===== src/design/cdh_pkg.sv =====
// Shared types and constants for the canonical Huffman bit decoder.
// No dependencies; imported by the front, engine, top level and checker.
`default_nettype none
package cdh_pkg;

  localparam int unsigned DefMaxSymbols  = 288;
  localparam int unsigned DefMaxCodeBits = 15;

  // Fixed port and walk-register widths
  localparam int unsigned LenInW  = 8;
  localparam int unsigned SymOutW = 9;
  localparam int unsigned CodeW   = 16;
  localparam int unsigned FirstW  = 17;

  typedef enum logic [2:0] {
    ST_SYMBOL   = 3'd0,
    ST_INVALID  = 3'd1,
    ST_ACCEPT   = 3'd2,
    ST_REJECT   = 3'd3,
    ST_NOTREADY = 3'd4
  } status_e;

  typedef enum logic [1:0] {
    KIND_LEN,
    KIND_LEN_LAST,
    KIND_BIT
  } kind_e;

  // Classified input item as it sits in the front queue
  typedef struct packed {
    kind_e             kind;
    logic              bad;
    logic [LenInW-1:0] len;
    logic              bit_val;
  } item_t;

  typedef struct packed {
    status_e            status;
    logic [SymOutW-1:0] symbol;
  } result_t;

  typedef enum logic [2:0] {
    ENG_IDLE,
    ENG_KRAFT,
    ENG_BUILD,
    ENG_DRAIN,
    ENG_SYM
  } eng_state_e;

endpackage
`default_nettype wire


===== src/design/cdh_fifo.sv =====
// Two-entry queue used between front and engine and for results.
// Depends on nothing but its Width parameter.
`default_nettype none
module cdh_fifo #(
  parameter int unsigned Width = 8
) (
  input  wire logic             clk_i,
  input  wire logic             rst_ni,
  input  wire logic             push_i,
  input  wire logic [Width-1:0] wdata_i,
  output logic                  full_o,
  input  wire logic             pop_i,
  output logic      [Width-1:0] rdata_o,
  output logic                  empty_o
);

  logic [Width-1:0] mem_q [2];
  logic             wr_ptr_q, wr_ptr_d;
  logic             rd_ptr_q, rd_ptr_d;
  logic [1:0]       cnt_q, cnt_d;
  logic             do_push, do_pop;

  assign full_o  = (cnt_q == 2'd2);
  assign empty_o = (cnt_q == 2'd0);
  assign rdata_o = mem_q[rd_ptr_q];
  assign do_push = push_i && !full_o;
  assign do_pop  = pop_i && !empty_o;

  // pointer and count update
  always_comb begin
    wr_ptr_d = do_push ? ~wr_ptr_q : wr_ptr_q;
    rd_ptr_d = do_pop ? ~rd_ptr_q : rd_ptr_q;
    cnt_d    = cnt_q + {1'b0, do_push} - {1'b0, do_pop};
  end

  always_ff @(posedge clk_i or negedge rst_ni) begin
    if (!rst_ni) begin
      wr_ptr_q <= 1'b0;
      rd_ptr_q <= 1'b0;
      cnt_q    <= 2'd0;
    end else begin
      wr_ptr_q <= wr_ptr_d;
      rd_ptr_q <= rd_ptr_d;
      cnt_q    <= cnt_d;
    end
  end

  // payload, no reset
  always_ff @(posedge clk_i) begin
    if (do_push) begin
      mem_q[wr_ptr_q] <= wdata_i;
    end
  end

endmodule
`default_nettype wire


===== src/design/cdh_front.sv =====
// Front end: classifies incoming items and queues them for the engine.
// Uses cdh_pkg and cdh_fifo.
`default_nettype none
module cdh_front
  import cdh_pkg::*;
#(
  parameter int unsigned MAX_CODE_BITS = DefMaxCodeBits
) (
  input  wire logic              clk_i,
  input  wire logic              rst_ni,
  input  wire logic              push_i,
  output logic                   full_o,
  input  wire logic              req_type_i,
  input  wire logic [LenInW-1:0] code_length_i,
  input  wire logic              last_length_i,
  input  wire logic              bit_req_i,
  output item_t                  item_o,
  output logic                   item_valid_o,
  input  wire logic              item_take_i
);

  item_t                    item_in;
  logic [$bits(item_t)-1:0] q_rdata;
  logic                     q_empty;

  // classify: kind, and whether a length is out of range
  always_comb begin
    if (req_type_i) begin
      item_in.kind = KIND_BIT;
    end else if (last_length_i) begin
      item_in.kind = KIND_LEN_LAST;
    end else begin
      item_in.kind = KIND_LEN;
    end
    item_in.bad     = !req_type_i && (code_length_i > LenInW'(MAX_CODE_BITS));
    item_in.len     = code_length_i;
    item_in.bit_val = bit_req_i;
  end

  cdh_fifo #(
    .Width($bits(item_t))
  ) u_queue (
    .clk_i  (clk_i),
    .rst_ni (rst_ni),
    .push_i (push_i),
    .wdata_i(item_in),
    .full_o (full_o),
    .pop_i  (item_take_i),
    .rdata_o(q_rdata),
    .empty_o(q_empty)
  );

  assign item_o       = item_t'(q_rdata);
  assign item_valid_o = !q_empty;

endmodule
`default_nettype wire


===== src/design/cdh_engine.sv =====
// Back end: table loader, Kraft check, table build and bit-serial code walk.
// Uses cdh_pkg; holds the length store and the symbol table memories.
`default_nettype none
module cdh_engine
  import cdh_pkg::*;
#(
  parameter int unsigned MAX_SYMBOLS   = DefMaxSymbols,
  parameter int unsigned MAX_CODE_BITS = DefMaxCodeBits
) (
  input  wire logic  clk_i,
  input  wire logic  rst_ni,
  input  item_t      item_i,
  input  wire logic  item_valid_i,
  output logic       item_take_o,
  output result_t    res_o,
  output logic       res_push_o,
  input  wire logic  res_full_i
);

  localparam int unsigned AW = $clog2(MAX_SYMBOLS);
  localparam int unsigned PW = $clog2(MAX_SYMBOLS + 1);
  localparam int unsigned CW = $clog2(MAX_SYMBOLS + 1);
  localparam int unsigned LW = $clog2(MAX_CODE_BITS + 1);
  localparam int unsigned KW = MAX_CODE_BITS + CW + 1;
  localparam int unsigned IW = FirstW + 1;

  eng_state_e state_q, state_d;

  logic [PW-1:0]     load_pos_q, load_pos_d;
  logic [PW-1:0]     loaded_q, loaded_d;
  logic              bad_q, bad_d;
  logic              rej_q, rej_d;
  logic              valid_q, valid_d;
  logic [LW-1:0]     bits_q, bits_d;
  logic [CodeW-1:0]  partial_q, partial_d;
  logic [FirstW-1:0] first_q, first_d;
  logic [CW-1:0]     offset_q, offset_d;
  logic [CW-1:0]     counts_q [MAX_CODE_BITS+1];
  logic [CW-1:0]     counts_d [MAX_CODE_BITS+1];
  logic [LW-1:0]     b_q, b_d;
  logic [KW-1:0]     kraft_q, kraft_d;
  logic [PW-1:0]     scan_q, scan_d;
  logic [AW-1:0]     k_q, k_d;
  logic              pipe_vld_q, pipe_vld_d;
  logic [AW-1:0]     pipe_sym_q, pipe_sym_d;
  logic [LW-1:0]     pipe_b_q, pipe_b_d;
  logic              idx_ok_q, idx_ok_d;

  // memories
  logic [LW-1:0] len_mem [MAX_SYMBOLS];
  logic [AW-1:0] sym_mem [MAX_SYMBOLS];
  logic          len_we, len_re, sym_we, sym_re;
  logic [AW-1:0] len_waddr, len_raddr, sym_waddr, sym_raddr;
  logic [LW-1:0] len_wdata, len_rdata_q;
  logic [AW-1:0] sym_wdata, sym_rdata_q;

  // shared count read port
  logic [LW-1:0] cnt_idx;
  logic [CW-1:0] cnt_rd;

  // decode datapath
  logic              take;
  logic [CodeW-1:0]  code;
  logic [FirstW-1:0] code_x, diff;
  logic [IW-1:0]     idx_sum;
  logic              hit;
  logic [LW-1:0]     n_bits;
  logic              used;
  logic [KW-1:0]     kraft_sum;
  logic              len_hit;

  assign take    = (state_q == ENG_IDLE) && item_valid_i && !res_full_i;
  assign n_bits  = bits_q + LW'(1);
  assign cnt_idx = (state_q == ENG_KRAFT) ? b_q : n_bits;
  assign cnt_rd  = counts_q[cnt_idx];

  assign code    = partial_q | CodeW'(item_i.bit_val);
  assign code_x  = FirstW'(code);
  assign diff    = code_x - first_q;
  assign hit     = (code_x >= first_q) && (diff < FirstW'(cnt_rd));
  assign idx_sum = IW'(offset_q) + IW'(diff);

  assign kraft_sum = kraft_q + (KW'(cnt_rd) << (LW'(MAX_CODE_BITS) - b_q));
  assign len_hit   = pipe_vld_q && (len_rdata_q == pipe_b_q);

  // any length used in the loaded table
  always_comb begin
    used = 1'b0;
    for (int i = 1; i <= int'(MAX_CODE_BITS); i++) begin
      used = used | (counts_q[i] != '0);
    end
  end

  // next state
  always_comb begin
    state_d = state_q;
    unique case (state_q)
      ENG_IDLE: begin
        if (take) begin
          if (item_i.kind == KIND_LEN_LAST) begin
            state_d = ENG_KRAFT;
          end else if (item_i.kind == KIND_BIT && valid_q && hit) begin
            state_d = ENG_SYM;
          end
        end
      end
      ENG_KRAFT: begin
        if (b_q == LW'(MAX_CODE_BITS)) begin
          if (rej_q || !used || (kraft_sum > (KW'(1) << MAX_CODE_BITS))) begin
            state_d = ENG_IDLE;
          end else begin
            state_d = ENG_BUILD;
          end
        end
      end
      ENG_BUILD: begin
        if (scan_q == loaded_q - PW'(1) && b_q == LW'(MAX_CODE_BITS)) begin
          state_d = ENG_DRAIN;
        end
      end
      ENG_DRAIN: state_d = ENG_IDLE;
      ENG_SYM:   state_d = ENG_IDLE;
      default:   state_d = ENG_IDLE;
    endcase
  end

  // datapath and outputs
  always_comb begin
    load_pos_d = load_pos_q;
    loaded_d   = loaded_q;
    bad_d      = bad_q;
    rej_d      = rej_q;
    valid_d    = valid_q;
    bits_d     = bits_q;
    partial_d  = partial_q;
    first_d    = first_q;
    offset_d   = offset_q;
    counts_d   = counts_q;
    b_d        = b_q;
    kraft_d    = kraft_q;
    scan_d     = scan_q;
    k_d        = k_q;
    pipe_vld_d = 1'b0;
    pipe_sym_d = pipe_sym_q;
    pipe_b_d   = pipe_b_q;
    idx_ok_d   = idx_ok_q;
    len_we     = 1'b0;
    len_waddr  = load_pos_q[AW-1:0];
    len_wdata  = item_i.bad ? '0 : item_i.len[LW-1:0];
    len_re     = 1'b0;
    len_raddr  = scan_q[AW-1:0];
    sym_we     = 1'b0;
    sym_waddr  = k_q;
    sym_wdata  = pipe_sym_q;
    sym_re     = 1'b0;
    sym_raddr  = idx_sum[AW-1:0];
    item_take_o       = take;
    res_push_o        = 1'b0;
    res_o.status      = ST_SYMBOL;
    res_o.symbol      = '0;

    unique case (state_q)
      ENG_IDLE: begin
        if (take && item_i.kind != KIND_BIT) begin
          // length item: drop any partial code, record the length
          bits_d    = '0;
          partial_d = '0;
          first_d   = '0;
          offset_d  = '0;
          valid_d   = 1'b0;
          if (load_pos_q == '0) begin
            for (int i = 0; i <= int'(MAX_CODE_BITS); i++) begin
              counts_d[i] = '0;
            end
          end
          if (load_pos_q < PW'(MAX_SYMBOLS)) begin
            len_we     = 1'b1;
            load_pos_d = load_pos_q + PW'(1);
            if (item_i.bad) begin
              bad_d = 1'b1;
            end else if (item_i.len != '0) begin
              counts_d[item_i.len[LW-1:0]] = counts_d[item_i.len[LW-1:0]] + CW'(1);
            end
          end
          if (item_i.kind == KIND_LEN_LAST) begin
            loaded_d   = load_pos_d;
            rej_d      = bad_d;
            load_pos_d = '0;
            bad_d      = 1'b0;
            b_d        = LW'(1);
            kraft_d    = '0;
          end
        end else if (take) begin
          if (!valid_q) begin
            res_push_o   = 1'b1;
            res_o.status = ST_NOTREADY;
          end else if (hit) begin
            sym_re    = 1'b1;
            idx_ok_d  = idx_sum < IW'(MAX_SYMBOLS);
            bits_d    = '0;
            partial_d = '0;
            first_d   = '0;
            offset_d  = '0;
          end else begin
            offset_d  = offset_q + cnt_rd;
            first_d   = (first_q + FirstW'(cnt_rd)) << 1;
            partial_d = code << 1;
            bits_d    = n_bits;
            if (n_bits >= LW'(MAX_CODE_BITS)) begin
              bits_d       = '0;
              partial_d    = '0;
              first_d      = '0;
              offset_d     = '0;
              res_push_o   = 1'b1;
              res_o.status = ST_INVALID;
            end
          end
        end
      end
      ENG_KRAFT: begin
        // one length per cycle into the Kraft sum
        kraft_d = kraft_sum;
        b_d     = b_q + LW'(1);
        if (b_q == LW'(MAX_CODE_BITS)) begin
          b_d    = LW'(1);
          scan_d = '0;
          k_d    = '0;
          if (state_d == ENG_IDLE) begin
            res_push_o   = 1'b1;
            res_o.status = ST_REJECT;
          end
        end
      end
      ENG_BUILD: begin
        // scan symbols for each length; compare in the cycle after the read
        len_re     = 1'b1;
        pipe_vld_d = 1'b1;
        pipe_sym_d = scan_q[AW-1:0];
        pipe_b_d   = b_q;
        if (len_hit) begin
          sym_we = 1'b1;
          k_d    = k_q + AW'(1);
        end
        if (scan_q == loaded_q - PW'(1)) begin
          scan_d = '0;
          b_d    = b_q + LW'(1);
        end else begin
          scan_d = scan_q + PW'(1);
        end
      end
      ENG_DRAIN: begin
        if (len_hit) begin
          sym_we = 1'b1;
          k_d    = k_q + AW'(1);
        end
        valid_d      = 1'b1;
        res_push_o   = 1'b1;
        res_o.status = ST_ACCEPT;
      end
      ENG_SYM: begin
        res_push_o   = 1'b1;
        res_o.status = ST_SYMBOL;
        res_o.symbol = idx_ok_q ? SymOutW'(sym_rdata_q) : '0;
      end
      default: begin
        res_push_o = 1'b0;
      end
    endcase
  end

  // control and walk registers
  always_ff @(posedge clk_i or negedge rst_ni) begin
    if (!rst_ni) begin
      state_q    <= ENG_IDLE;
      load_pos_q <= '0;
      loaded_q   <= '0;
      bad_q      <= 1'b0;
      rej_q      <= 1'b0;
      valid_q    <= 1'b0;
      bits_q     <= '0;
      partial_q  <= '0;
      first_q    <= '0;
      offset_q   <= '0;
      b_q        <= '0;
      kraft_q    <= '0;
      scan_q     <= '0;
      k_q        <= '0;
      pipe_vld_q <= 1'b0;
      idx_ok_q   <= 1'b0;
      for (int i = 0; i <= int'(MAX_CODE_BITS); i++) begin
        counts_q[i] <= '0;
      end
    end else begin
      state_q    <= state_d;
      load_pos_q <= load_pos_d;
      loaded_q   <= loaded_d;
      bad_q      <= bad_d;
      rej_q      <= rej_d;
      valid_q    <= valid_d;
      bits_q     <= bits_d;
      partial_q  <= partial_d;
      first_q    <= first_d;
      offset_q   <= offset_d;
      b_q        <= b_d;
      kraft_q    <= kraft_d;
      scan_q     <= scan_d;
      k_q        <= k_d;
      pipe_vld_q <= pipe_vld_d;
      idx_ok_q   <= idx_ok_d;
      counts_q   <= counts_d;
    end
  end

  always_ff @(posedge clk_i) begin
    pipe_sym_q <= pipe_sym_d;
    pipe_b_q   <= pipe_b_d;
  end

  // length store
  always_ff @(posedge clk_i) begin
    if (len_we) begin
      len_mem[len_waddr] <= len_wdata;
    end
    if (len_re) begin
      len_rdata_q <= len_mem[len_raddr];
    end
  end

  // symbol table sorted by length, then symbol
  always_ff @(posedge clk_i) begin
    if (sym_we) begin
      sym_mem[sym_waddr] <= sym_wdata;
    end
    if (sym_re) begin
      sym_rdata_q <= sym_mem[sym_raddr];
    end
  end

endmodule
`default_nettype wire


===== src/design/canonical_huffman_bit_decoder.sv =====
// Top level of the canonical Huffman bit decoder.
// Uses cdh_pkg, cdh_front, cdh_engine and cdh_fifo.
//
// Queue-style ports on both sides: push/full for items, empty/pop for results.
// A coded bit that completes a code also reads the symbol table before its result.
// The marked last length item also runs the Kraft check and, when the table passes,
// builds the symbol table: the build scans the length store once per code length
// through its single read port. Two-entry queues sit on the input and result sides,
// so the block keeps taking items while results wait.
`default_nettype none
module canonical_huffman_bit_decoder
  import cdh_pkg::*;
#(
  parameter int unsigned MAX_SYMBOLS   = DefMaxSymbols,
  parameter int unsigned MAX_CODE_BITS = DefMaxCodeBits
) (
  input  wire logic               clk_i,
  input  wire logic               rst_ni,
  input  wire logic               push,
  output logic                    full,
  input  wire logic               req_type_i,
  input  wire logic [LenInW-1:0]  code_length_i,
  input  wire logic               last_length_i,
  input  wire logic               bit_req_i,
  output logic                    empty,
  input  wire logic               pop,
  output logic [2:0]              status_o,
  output logic [SymOutW-1:0]      symbol_o
);

  item_t                      item;
  logic                       item_valid, item_take;
  result_t                    res, res_out;
  logic                       res_push, res_full;
  logic [$bits(result_t)-1:0] res_rdata;

  cdh_front #(
    .MAX_CODE_BITS(MAX_CODE_BITS)
  ) u_front (
    .clk_i        (clk_i),
    .rst_ni       (rst_ni),
    .push_i       (push),
    .full_o       (full),
    .req_type_i   (req_type_i),
    .code_length_i(code_length_i),
    .last_length_i(last_length_i),
    .bit_req_i    (bit_req_i),
    .item_o       (item),
    .item_valid_o (item_valid),
    .item_take_i  (item_take)
  );

  cdh_engine #(
    .MAX_SYMBOLS  (MAX_SYMBOLS),
    .MAX_CODE_BITS(MAX_CODE_BITS)
  ) u_engine (
    .clk_i       (clk_i),
    .rst_ni      (rst_ni),
    .item_i      (item),
    .item_valid_i(item_valid),
    .item_take_o (item_take),
    .res_o       (res),
    .res_push_o  (res_push),
    .res_full_i  (res_full)
  );

  // result queue
  cdh_fifo #(
    .Width($bits(result_t))
  ) u_res_queue (
    .clk_i  (clk_i),
    .rst_ni (rst_ni),
    .push_i (res_push),
    .wdata_i(res),
    .full_o (res_full),
    .pop_i  (pop),
    .rdata_o(res_rdata),
    .empty_o(empty)
  );

  assign res_out  = result_t'(res_rdata);
  assign status_o = res_out.status;
  assign symbol_o = res_out.symbol;

endmodule
`default_nettype wire


===== config.mk =====
export PLATFORM = sky130hd
export DESIGN_NAME = canonical_huffman_bit_decoder
export DESIGN_NICKNAME = d
export VERILOG_FILES = /design/src/design/cdh_pkg.sv /design/src/design/cdh_fifo.sv /design/src/design/cdh_front.sv /design/src/design/cdh_engine.sv /design/src/design/canonical_huffman_bit_decoder.sv
export SDC_FILE = /design/constraint.sdc
export NUM_CORES = 2
export LEC_CHECK = 0
export CORE_MARGIN = 1
export CORE_UTILIZATION = 60
export DETAILED_ROUTE_END_ITERATION = 8
export DONT_BUFFER_PORTS = 1
export PLACE_DENSITY = 0.78
export SLEW_MARGIN = 0
export SYNTH_ARGS = -nofsm -noshare
export SYNTH_HDL_FRONTEND = slang
export SYNTH_SLANG_ARGS = --single-unit

===== constraint.sdc =====
create_clock -name clk_i -period 20.8 [get_ports clk_i]
set_clock_uncertainty 0.2 [all_clocks]
set_input_delay 3.12 -clock clk_i [delete_from_list [all_inputs] [get_ports clk_i]]
set_output_delay 3.12 -clock clk_i [all_outputs]
set_load 0.02 [all_outputs]

==> key figures <==
STA
  • Fin. max-slew vios: 0
  • Final Critical Period: 9.20 ns
  • Final period util: 44.2%
  • Fmax: 109 MHz
  • Setup TNS: 0 ns
  • Final setup viols: 0
  • Final hold vios: 0
  • Least-Margin Pin Slew: 1.38 ns
  • RSZ-0062 raised after global routing: no
  • Slew margin rel.: 7.67%

Drt
  • Initial DRC count: 13100
  • Drt wl/cell: 35.0 um
  • Total wire length: 434000 um
  • Via density: 7.10
  • DRC: 1
  • Antenna viol nets, final: 0
  • DRT Pass-1 Iters: 9
  • Routed via count: 88000

Power and ir drop
  • Leakage: 64.7 nW
  • Total power: 18.7 mW
  • Pwr dens: 102 mW/mm^2
  • Max VDD drop: 0.176 mV

Synth
  • Top FF cell, synth: edfxtp_1
  • Share of the synthesized area in the top cell type: 69.0%
  • Top post-synthesis cells by area: edfxtp_1 (69%), mux4_2 (16%), dfrtp_1 (4.0%)
  • Syn avg cell area: 20.0 um^2
  • Main combinational cell family by area after synthesis: multiplexers
  • Syn Std Cell Area: 0.166 mm^2
  • Synth top cells by count: edfxtp_1 (3818), mux4_2 (1193), nor2_1 (704)
  • Synth Register Bits: 4087
  • Most frequent cell after synthesis: edfxtp_1
  • Unique cell type count in the Yosys netlist: 101
  • Xor and xnor fraction of the mapped netlist area: 0.488%
  • Net count after synthesis: 8430
  • Yosys top cell by area: edfxtp_1
  • Sequential share of the synthesized area: 73.0%
  • Mapped Cells: 8320
  • Post-synthesis adder-cell area fraction: 0.738%
  • YS warnings: 0
  • Mux share of post-synthesis cell area: 17.7%
  • Complex-gate fraction of the synthesized area: 3.02%
  • Synth Area in Simple Gates: 3.59%
  • Number of synthesized flops with an enable pin: 3818
  • Asr flop ratio synth: 6.58%

Placed design
  • Port Buf Inserts: 0
  • Hpwl dp: 235000 um
  • Routability cong.: 0.983

GRT
  • Initial antenna violation count: 12
  • First-pass GRT wire length: 630000 um
  • Total GRT Usage: 31.3%
  • Number of global-route vias before repair: 88900
  • Largest net degree at the start of global routing: 270
  • GRT overflow: 0

Floorplanning
  • I/O Pins: 29
  • Std cell rows: 192
  • Initial Utilization: 60.5%
  • Die area: 0.279 mm^2
  • Die Y: 528 um
  • Floorplan core area: 0.275 mm^2
  • Overall die width: 528 um

Clocking
  • CTS Sinks: 4087
  • Worst skew pair latency: 1.01 ns
  • TritonCTS clock tree: done
  • CTS clk-pin slew, worst paths: 0.06 ns
  • Clk root buf: clkbuf_16
  • H-tree Lvls: 5
  • CTS Hold Bufs: 0
  • Inserted Clock Buffers: 396
  • Clock Tree Buf Depth: 4
  • Setup Buffers After CTS: 0
  • Post-CTS sizing: 0

Critical path
  • Slowest CP cell: fa_4
  • Critical path class: reg -> reg
  • Worst Setup SP: u_front.u_queue.rd_ptr_q$_DFFE_PN0P_
  • Reg2Reg Depth: 13
  • Cell Chain, Critical Path: mux2_2 -> ha_4 -> fa_4 -> buf_4 -> buf_4 -> buf_4 -> mux4_2 -> mux4_2 -> a211oi_1 -> a21oi_1 -> mux2i_1 -> mux2_2 -> o21ai_0
  • Crit-path most repeated cell: buf_4
  • Startpoint Class: flip-flop
  • Reg2reg end: u_engine.sym_rdata_q[4]$_DFFE_PP_
  • Critical Path RT: 21.24 ns
  • Worst r2r src: u_front.u_queue.rd_ptr_q$_DFFE_PN0P_
  • CP max stage delay: 1.24 ns
  • Setup crit end: u_engine.sym_rdata_q[4]$_DFFE_PP_
  • WP data arrival: 9.64 ns
  • Flop2flop setup slack: 11.60 ns
  • Setup crit end kind: flip-flop
  • Crit-path max FO: 62

Run status
  • Outcome: finished, violations left
  • Failing checks: design-rule violations

Flow run
  • Max-cap violations: 0

Cells and area
  • Ratio of cells with drive above 1 in the final layout: 23.3%
  • Layout Nets: 8491
  • Fillcell total: 16100
  • P&R area growth vs syn: 10.2%

Min path
  • Hold Crit Class: reg -> reg
==> routing by layer <==
layer | up-vias | share of wire [%] | global-route usage (%) | wire length (um)
met5 | - | 0.036 | 0 | 158
met4 | 20 | 5.0 | 13.5 | 21600
met1 | 45900 | 36 | 42.3 | 156000
met3 | 1171 | 11 | 6.34 | 45900
met2 | 6558 | 49 | 50.1 | 211000
li1 | 34400 | - | - | -
==> critical path, delay by kind of cell, from the launching register on <==
kind,cells,cell delay [ns]
buffers and inverters,3,2.55
multiplexers,5,2.31
adder cells (fa/ha/maj),2,1.47
AO/OA/AOI/OAI,3,1.22
flip-flops,1,0.96
==> worst min path at each step <==
stage | startpoint | end | slack, ns | depth (start not counted)
floorplan | u_engine.b_q[2]$_DFFE_PN0P_ | u_engine.pipe_b_q[2]$_DFFE_PP_ | 0.22 | 0
global placement | u_front.u_queue.wr_ptr_q$_DFFE_PN0P_ | u_front.u_queue.wr_ptr_q$_DFFE_PN0P_ | 0.28 | 1
detailed placement | u_engine.loaded_q[8]$_DFFE_PN0P_ | u_engine.loaded_q[8]$_DFFE_PN0P_ | 0.28 | 2
CTS | u_engine.loaded_q[8]$_DFFE_PN0P_ | u_engine.loaded_q[8]$_DFFE_PN0P_ | 0.30 | 2
global route | u_front.u_queue.wr_ptr_q$_DFFE_PN0P_ | u_front.u_queue.wr_ptr_q$_DFFE_PN0P_ | 0.33 | 1
finish | u_engine.bad_q$_DFFE_PN0P_ | u_engine.bad_q$_DFFE_PN0P_ | 0.30 | 2
==> cell usage in the layout (no fill, tap or decap), types with 71 or more instances in the layout <==
master / instances
mux4_2: 1193
clkbuf_1: 93
o21ai_0: 164
nor2_1: 695
nand2_1: 233
edfxtp_1: 3818
ha_1: 89
mux2i_1: 205
a22o_1: 118
a21oi_1: 125
clkinv_2: 71
buf_4: 124
dfrtp_1: 265
clkbuf_16: 396
==> registers in the layout (all words and copies together) (netlist names), 2 cells and up <==
register	count
u_engine.sym_mem	2592
u_engine.len_mem	1152
u_engine.counts_q	144
u_engine.kraft_q	25
u_front.u_queue.mem_q	24
u_res_queue.mem_q	24
u_engine.first_q	16
u_engine.partial_q	15
u_engine.k_q	9
u_engine.len_raddr	9
u_engine.len_waddr	9
u_engine.loaded_q	9
u_engine.offset_q	9
u_engine.pipe_sym_q	9
u_engine.sym_rdata_q	9
u_engine.b_q	4
u_engine.bits_q	4
u_engine.len_rdata_q	4
u_engine.pipe_b_q	4
u_engine.state_q	3
u_front.u_queue.cnt_q	2
u_res_queue.cnt_q	2
==> metrics by stage <==
| step | util (%) | hold slack [ns] | std cells | worst slack, ns | cell area, um^2 |
|---|---|---|---|---|---|
| after global routing | 66.7 | 0.329 | 12400 | 11.39 | 183000 |
| after CTS | 66.7 | 0.297 | 12400 | 11.79 | 183000 |
| after detailed placement | 62.0 | 0.283 | 11700 | 11.93 | 170000 |
| final | 66.7 | 0.304 | 12400 | 11.60 | 183000 |
| after global placement | 62.0 | 0.278 | 11700 | 11.85 | 170000 |
| after floorplan | - | 0.223 | 8320 | 10.98 | 166000 |
==> where the power goes <==
group / total [mW] / switching [mW] / internal, mW
clock: 7.23 / 3.23 / 4.00
combinational: 2.05 / 1.35 / 0.692
sequential: 9.40 / 0.123 / 9.28
total: 18.7 / 4.71 / 14.0
==> cell families (layout without fill, tap and decap cells) <==
family	after synthesis	after routing
compound gates	730	730
xor+xnor	91	91
fa+ha+maj	95	95
buf+inv	546	930
flops	4087	4087
mux	1448	1448
other cells	0	9
simple gates	1323	1323
==> layout make-up <==
type	count	area (um^2)	area share (%)
clock buffers	495	10300	5.65
multi-input cells	3687	42800	23.3
clock inverters	226	2550	1.39
repair buffers	138	1210	0.661
well taps	3686	4610	2.52
flip-flops and latches	4087	121000	66.3
diodes	9	22.5	0.0123
inverters	71	267	0.146
Note: power is estimated with default switching activity, not from simulation.
